<file path="src/rtl/isl_pkg.sv">
// Package for the indexed sequence list: sizes, operation and status codes,
// and the control word broadcast to the element cells. No dependencies.
`default_nettype none

package isl_pkg;

  localparam int unsigned CAPACITY = 16;
  localparam int unsigned CNT_W    = 5;   // Holds 0 .. CAPACITY.
  localparam int unsigned DATA_W   = 32;

  typedef enum logic [2:0] {
    OP_ADD_HEAD = 3'd0,
    OP_ADD_TAIL = 3'd1,
    OP_INSERT   = 3'd2,
    OP_REM_HEAD = 3'd3,
    OP_REM_TAIL = 3'd4,
    OP_REMOVE   = 3'd5,
    OP_LIST     = 3'd6,
    OP_NOP      = 3'd7
  } op_e;

  typedef enum logic [1:0] {
    ST_OK     = 2'd0,
    ST_EMPTY  = 2'd1,
    ST_BADIDX = 2'd2,
    ST_FULL   = 2'd3
  } status_e;

  typedef enum logic [1:0] {
    ACT_HOLD   = 2'd0,
    ACT_INSERT = 2'd1,
    ACT_REMOVE = 2'd2,
    ACT_ROTATE = 2'd3
  } act_e;

  // Control word shared by every cell. For a rotation, pos is the index of
  // the tail cell, which takes the head element.
  typedef struct packed {
    act_e              act;
    logic [CNT_W-1:0]  pos;
    logic [DATA_W-1:0] value;
  } cell_ctrl_t;

endpackage

`default_nettype wire

</file>
<file path="src/rtl/isl_cell.sv">
// One element cell of the indexed sequence list. Holds one 32-bit word and
// trades it with its neighbors. Depends on isl_pkg.
`default_nettype none

module isl_cell (
  input  wire logic                          clk_i,
  input  wire isl_pkg::cell_ctrl_t           ctrl_i,
  input  wire logic [isl_pkg::CNT_W-1:0]     idx_i,
  input  wire logic [isl_pkg::DATA_W-1:0]    left_i,
  input  wire logic [isl_pkg::DATA_W-1:0]    right_i,
  input  wire logic [isl_pkg::DATA_W-1:0]    head_i,
  output logic      [isl_pkg::DATA_W-1:0]    data_o
);

  logic [isl_pkg::DATA_W-1:0] data_d, data_q;

  always_comb begin
    data_d = data_q;
    unique case (ctrl_i.act)
      isl_pkg::ACT_INSERT: begin
        if (idx_i == ctrl_i.pos) begin
          data_d = ctrl_i.value;
        end else if (idx_i > ctrl_i.pos) begin
          data_d = left_i;
        end
      end
      isl_pkg::ACT_REMOVE: begin
        if (idx_i >= ctrl_i.pos) begin
          data_d = right_i;
        end
      end
      isl_pkg::ACT_ROTATE: begin
        // The occupied part turns by one place toward the head.
        if (idx_i == ctrl_i.pos) begin
          data_d = head_i;
        end else if (idx_i < ctrl_i.pos) begin
          data_d = right_i;
        end
      end
      default: data_d = data_q;
    endcase
  end

  always_ff @(posedge clk_i) begin
    data_q <= data_d;
  end

  assign data_o = data_q;

endmodule

`default_nettype wire

</file>
<file path="src/rtl/indexed_sequence_list_unit.sv">
// Top level of the indexed sequence list: a row of element cells and the
// operation sequencer. Depends on isl_pkg and isl_cell.
`default_nettype none

// Holds up to CAPACITY signed words in order from the head. An operation is
// taken when start is high and busy is low; its result appears in the next
// cycle for one cycle with result_valid_o, and the receiver cannot hold it
// off. Adds, inserts and removals move all cells at once and leave busy low,
// so a new operation can follow in the next cycle. A listing of n elements
// rotates the cell row once per cycle with busy high throughout, giving one
// element per cycle; its first element passes through the state register and
// then the result registers, and the next transfer can come once busy falls.
// Listing an empty list gives one result and leaves busy low.
module indexed_sequence_list_unit (
  input  wire logic                               clk_i,
  input  wire logic                               rst_ni,
  input  wire logic                               start,
  output logic                                    busy,
  input  wire logic [2:0]                         op_i,
  input  wire logic [4:0]                         position_i,
  input  wire logic signed [31:0]                 value_i,
  output logic                                    result_valid_o,
  output logic [1:0]                              status_o,
  output logic signed [31:0]                      element_o,
  output logic [4:0]                              count_o,
  output logic                                    last_o
);

  localparam int unsigned CAP = isl_pkg::CAPACITY;
  localparam int unsigned CW  = isl_pkg::CNT_W;
  localparam int unsigned DW  = isl_pkg::DATA_W;

  localparam logic STATE_IDLE = 1'b0;
  localparam logic STATE_LIST = 1'b1;

  localparam logic [CW-1:0] CAP_CNT = CW'(CAP);
  localparam logic [CW-1:0] ONE     = CW'(1);

  logic state_d, state_q;
  logic [CW-1:0] occ_d, occ_q;
  logic [CW-1:0] k_d, k_q;

  logic              vld_d, vld_q;
  logic [1:0]        st_d, st_q;
  logic [DW-1:0]     el_d, el_q;
  logic              last_d, last_q;

  isl_pkg::cell_ctrl_t ctrl;
  logic [DW-1:0] cell_data [CAP];

  logic          accept;
  isl_pkg::op_e  op;
  logic [CW-1:0] ins_idx;

  assign accept = start && !busy;
  assign op     = isl_pkg::op_e'(op_i);

  always_comb begin
    unique case (op)
      isl_pkg::OP_ADD_HEAD: ins_idx = '0;
      isl_pkg::OP_ADD_TAIL: ins_idx = occ_q;
      default:              ins_idx = position_i;
    endcase
  end

  always_comb begin
    state_d    = state_q;
    occ_d      = occ_q;
    k_d        = k_q;
    vld_d      = 1'b0;
    st_d       = st_q;
    el_d       = '0;
    last_d     = 1'b1;
    ctrl.act   = isl_pkg::ACT_HOLD;
    ctrl.pos   = '0;
    ctrl.value = value_i;

    if (state_q == STATE_LIST) begin
      vld_d    = 1'b1;
      st_d     = isl_pkg::ST_OK;
      el_d     = cell_data[0];
      last_d   = (k_q == occ_q - ONE);
      ctrl.act = isl_pkg::ACT_ROTATE;
      ctrl.pos = occ_q - ONE;
      k_d      = k_q + ONE;
      if (last_d) begin
        state_d = STATE_IDLE;
      end
    end else if (accept) begin
      vld_d = 1'b1;
      st_d  = isl_pkg::ST_OK;
      unique case (op)
        isl_pkg::OP_ADD_HEAD, isl_pkg::OP_ADD_TAIL, isl_pkg::OP_INSERT: begin
          // The index is checked before fullness.
          if (ins_idx > occ_q) begin
            st_d = isl_pkg::ST_BADIDX;
          end else if (occ_q == CAP_CNT) begin
            st_d = isl_pkg::ST_FULL;
          end else begin
            ctrl.act = isl_pkg::ACT_INSERT;
            ctrl.pos = ins_idx;
            occ_d    = occ_q + ONE;
          end
        end
        isl_pkg::OP_REM_HEAD, isl_pkg::OP_REM_TAIL: begin
          if (occ_q == '0) begin
            st_d = isl_pkg::ST_EMPTY;
          end else begin
            ctrl.act = isl_pkg::ACT_REMOVE;
            ctrl.pos = (op == isl_pkg::OP_REM_HEAD) ? '0 : occ_q - ONE;
            occ_d    = occ_q - ONE;
          end
        end
        isl_pkg::OP_REMOVE: begin
          if (position_i >= occ_q) begin
            st_d = isl_pkg::ST_BADIDX;
          end else begin
            ctrl.act = isl_pkg::ACT_REMOVE;
            ctrl.pos = position_i;
            occ_d    = occ_q - ONE;
          end
        end
        isl_pkg::OP_LIST: begin
          if (occ_q == '0) begin
            st_d = isl_pkg::ST_EMPTY;
          end else begin
            // Results come from the listing cycles that follow.
            vld_d   = 1'b0;
            k_d     = '0;
            state_d = STATE_LIST;
          end
        end
        default: st_d = isl_pkg::ST_OK;
      endcase
    end
  end

  for (genvar g = 0; g < CAP; g++) begin : g_cell
    logic [DW-1:0] left, right;
    if (g == 0) begin : g_first
      assign left = value_i;
    end else begin : g_mid_l
      assign left = cell_data[g-1];
    end
    if (g == CAP - 1) begin : g_last
      assign right = cell_data[g];
    end else begin : g_mid_r
      assign right = cell_data[g+1];
    end
    isl_cell u_cell (
      .clk_i  (clk_i),
      .ctrl_i (ctrl),
      .idx_i  (CW'(g)),
      .left_i (left),
      .right_i(right),
      .head_i (cell_data[0]),
      .data_o (cell_data[g])
    );
  end

  always_ff @(posedge clk_i or negedge rst_ni) begin
    if (!rst_ni) begin
      state_q <= STATE_IDLE;
      occ_q   <= '0;
      k_q     <= '0;
      vld_q   <= 1'b0;
    end else begin
      state_q <= state_d;
      occ_q   <= occ_d;
      k_q     <= k_d;
      vld_q   <= vld_d;
    end
  end

  always_ff @(posedge clk_i) begin
    st_q   <= st_d;
    el_q   <= el_d;
    last_q <= last_d;
  end

  assign busy           = (state_q == STATE_LIST);
  assign result_valid_o = vld_q;
  assign status_o       = st_q;
  assign element_o      = el_q;
  assign count_o        = occ_q;
  assign last_o         = last_q;

`ifndef SYNTHESIS
  a_occ_bound: assert property (@(posedge clk_i) disable iff (!rst_ni)
    occ_q <= CAP_CNT)
    else $error("occupancy above capacity");

  a_single_result: assert property (@(posedge clk_i) disable iff (!rst_ni)
    (accept && op != isl_pkg::OP_LIST) |=> (result_valid_o && last_o))
    else $error("missing single result after operation");

  a_full_count: assert property (@(posedge clk_i) disable iff (!rst_ni)
    (result_valid_o && status_o == isl_pkg::ST_FULL) |-> (count_o == CAP_CNT))
    else $error("full status with room left");

  a_list_occ: assert property (@(posedge clk_i) disable iff (!rst_ni)
    busy |-> (occ_q != '0 && $stable(occ_q)))
    else $error("occupancy changed during a listing");
`endif

endmodule

`default_nettype wire
</file>
<file path="config.mk">
export PLATFORM = sky130hd
export DESIGN_NAME = indexed_sequence_list_unit
export DESIGN_NICKNAME = d
export VERILOG_FILES = /design/src/rtl/isl_pkg.sv /design/src/rtl/isl_cell.sv /design/src/rtl/indexed_sequence_list_unit.sv
export SDC_FILE = /design/constraint.sdc
export NUM_CORES = 1
export LEC_CHECK = 0
export CORE_MARGIN = 3
export CORE_UTILIZATION = 33
export DETAILED_ROUTE_END_ITERATION = 10
export DONT_BUFFER_PORTS = 1
export REMOVE_ABC_BUFFERS = 1
export SLEW_MARGIN = 30
export SYNTH_ARGS = -nofsm -noshare
export SYNTH_HDL_FRONTEND = slang
export SYNTH_HIERARCHICAL = 1
export SYNTH_SLANG_ARGS = --single-unit
</file>
<file path="constraint.sdc">
create_clock -name clk_i -period 8.95 [get_ports clk_i]
set_input_delay 1.79 -clock clk_i [delete_from_list [all_inputs] [get_ports clk_i]]
set_output_delay 1.79 -clock clk_i [all_outputs]
set_load 0.005 [all_outputs]
</file>
==> reports/results.txt <==
status: finished, final reports clean
most common cell after layout, fill and taps aside: mux2i_1
later-pin clock latency in the skew report: 640 ps
fin cells: 4382
register bit total from synthesis: 559
H-tree depth: 3
Sink Count: 559
Global Route met1 Usage: 0.234
cell count after synthesis: 2836
row cnt: 121
slack of the worst reg-to-reg path: 3760 ps
Final Max Slew Viols: 0
post-CTS setup buffers: 0
CTS Hold Bufs: 0
DRT iter0 DRCs: 1390
Chip Height: 340 µm
met2 Usage GRT: 0.286
Filler cells: 10500
cell area after synthesis: 36800 µm²
final antenna-violating net count: 0
Area Growth Syn to Fin: 10.7%
crit path time final: 6100 ps
R2R Path Start: count_o[2]
DP HPWL: 56.8 mm
pin count of the biggest net entering global routing: 137
max_cap viols: 0
# setup viols final: 0
CP Max Fanout: 33
warnings from Yosys: 6
WHS Endpoint: status_o[0]
Worst slew margin: 0.347
Die W: 340 µm
synth top area cells: mux2i_1 42%, edfxtp_1 42%, ha_1 3.2%
hold path cells: 2
clock skew: 18.4 ps
post-CTS resize count: 0
I/O Pins: 85
post-synthesis async set-or-reset flop share: 0.0215
clock-pin slew on the worst setup and hold paths: 60 ps
Initial Util: 0.335
combined area of the multi-input logic cells: 19600 µm²
ant diodes: 0
register area: 16400 µm²
RR Endpoint: g_cell[4].u_cell/data_o[0]
Worst EP arrival: 6360 ps
buffers added on ports: 0
1st-pass router iterations: 5
EDFF count, synth: 512
count of nets after finishing: 2985
vias in the first global route: 24200
routed via count: 23400
Die Footprint: 116000 µm²
top cell type by total area after synthesis: mux2i_1
GR peak layer: met2
count of final hold-check violations: 0
cells on worst reg2reg path: 17
worst min-delay path startpoint: status_o[0]
Unique masters post-synth: 53
critical path type: in2reg
clk buf depth: 3
Residual DRC: 0
WP data required: 9210 ps
global-route wire length before repair: 155 mm
CTS Buf Count: 70
layout cells sized above 1: 0.0712
RSZ-0062 raised after global routing: no
fmax: 164 MHz
placer congestion estimate: 0.771
most frequent cells in the layout: 1536 x mux2i_1, 512 x edfxtp_1, 107 x inv_1, 93 x ha_1, 80 x conb_1
initial antenna violation count: 2
Seq/Total Area, Yosys: 0.445
met3 Resource Use GR: 0.0240
grt ovf: 0
CP Launch Type: input pin
worst hold path type: reg2reg
via/cell ratio: 5.34
CTS tree: built
placed cells: 4251
worst slew pin tran: 980 ps
share of the synthesized area in the top cell type: 0.418
Fin Hold WS: 529 ps
DR WL/cell: 23.2 µm
WL final: 102 mm
Syn Area/Cell: 13.0 µm²
Clock Tree Root: clkbuf_16
Final TNS setup: 0 ps
Tcrit/Tclk final: 0.682
core footprint: 110000 µm²
Main synth FF type: edfxtp_1
crit path capture type: register
GRT Total Usage: 0.172
==> cells in the mapped netlist, types with 2 or more instances <==
cell         n
a21boi_0    16
a21o_1      16
a21oi_1     29
a221oi_1     2
a22oi_1      2
and2_1      48
and4_4      16
buf_1       47
buf_2        4
buf_4       96
clkbuf_1     7
clkbuf_2    16
conb_1       2
dfrtp_1     12
dfxtp_1     35
edfxtp_1   512
ha_1        93
inv_1      107
mux2i_1   1536
nand2_1     27
nand2_2     16
nand2b_1     2
nand3_1     21
nand3_2     18
nand3b_1     2
nand4_1      4
nor2_1      30
nor2b_1      2
nor4_1      49
o2111a_1    16
o21ai_0     12
o21ai_1      3
o21ai_2      2
o22ai_1      5
or3_1        2
xnor2_1      9
xor2_1       4
==> cells by family (layout without fill, tap and decap cells) <==
logic type,count (synthesis),count (layout),synth area share
muxes,1537,1537,0.418
DFF,559,559,0.445
buffers and inverters,277,269,0.0387
and+or+nand+nor,247,247,0.0422
AOI/OAI and AO/OA,108,108,0.0209
adders and majority gates,93,93,0.0316
xor gates and xnor gates,13,13,0.00309
other,2,80,0.000204
==> layer usage <==
layer	part of all wire	wire [µm]
met3	0.037	3760
met1	0.47	47800
met5	0	0
met4	0.022	2190
met2	0.47	48000
==> registers in the layout (all words and copies together) (netlist names) <==
name and flops:
g_cell.u_cell/data_o 512, k_q 5, count_o 5, element_o 32, busy 1, status_o 2, last_o 1, result_valid_o 1
==> cell type report <==
| type | instances | share of cell area |
|---|---|---|
| tap | 1476 | 0.0453 |
| clock inverter | 28 | 0.00482 |
| clock buffer | 101 | 0.0481 |
| multi-input combinational | 2078 | 0.481 |
| sequential | 559 | 0.402 |
| timing repair buffer | 33 | 0.00842 |
| inverter | 107 | 0.00986 |
==> worst max-delay path by stage <==
stage                  start                           to  cells past startpoint
2_1_floorplan  position_i[2]   g_cell[0].u_cell/data_o[0]                      9
3_3_place_gp         op_i[1]   g_cell[5].u_cell/data_o[9]                     17
3_5_place_dp         op_i[1]  g_cell[2].u_cell/data_o[15]                     17
4_1_cts              op_i[1]  g_cell[5].u_cell/data_o[31]                     17
5_1_grt              op_i[1]  g_cell[5].u_cell/data_o[31]                     17
6_report             op_i[1]   g_cell[4].u_cell/data_o[0]                     17
==> critical path, cell delays in order <==
cell and delay (ps):
or2_2 360, o21ai_0 260, ha_1 310, a21oi_1 200, o21ai_2 80, o21ai_1 160, and3_1 300, a22oi_1 130
o22ai_1 170, buf_4 280, inv_1 70, ha_1 300, and4_4 260, nand2_4 450, o2111a_1 320, nor4_2 250
buf_4 610
==> per-stage QoR <==
step	util	worst slack, ps	area [µm²]
6_report	0.371	2850	40700
5_1_grt	0.371	2470	40700
4_1_cts	0.371	2900	40700
3_5_place_dp	0.351	2230	38500
3_3_place_gp	0.351	2260	38500
2_1_floorplan	-	-54340	36100
Power is left out: the tool's default activity adds up to more than one toggle a clock period on the data nets, which glitch-free logic cannot reach.
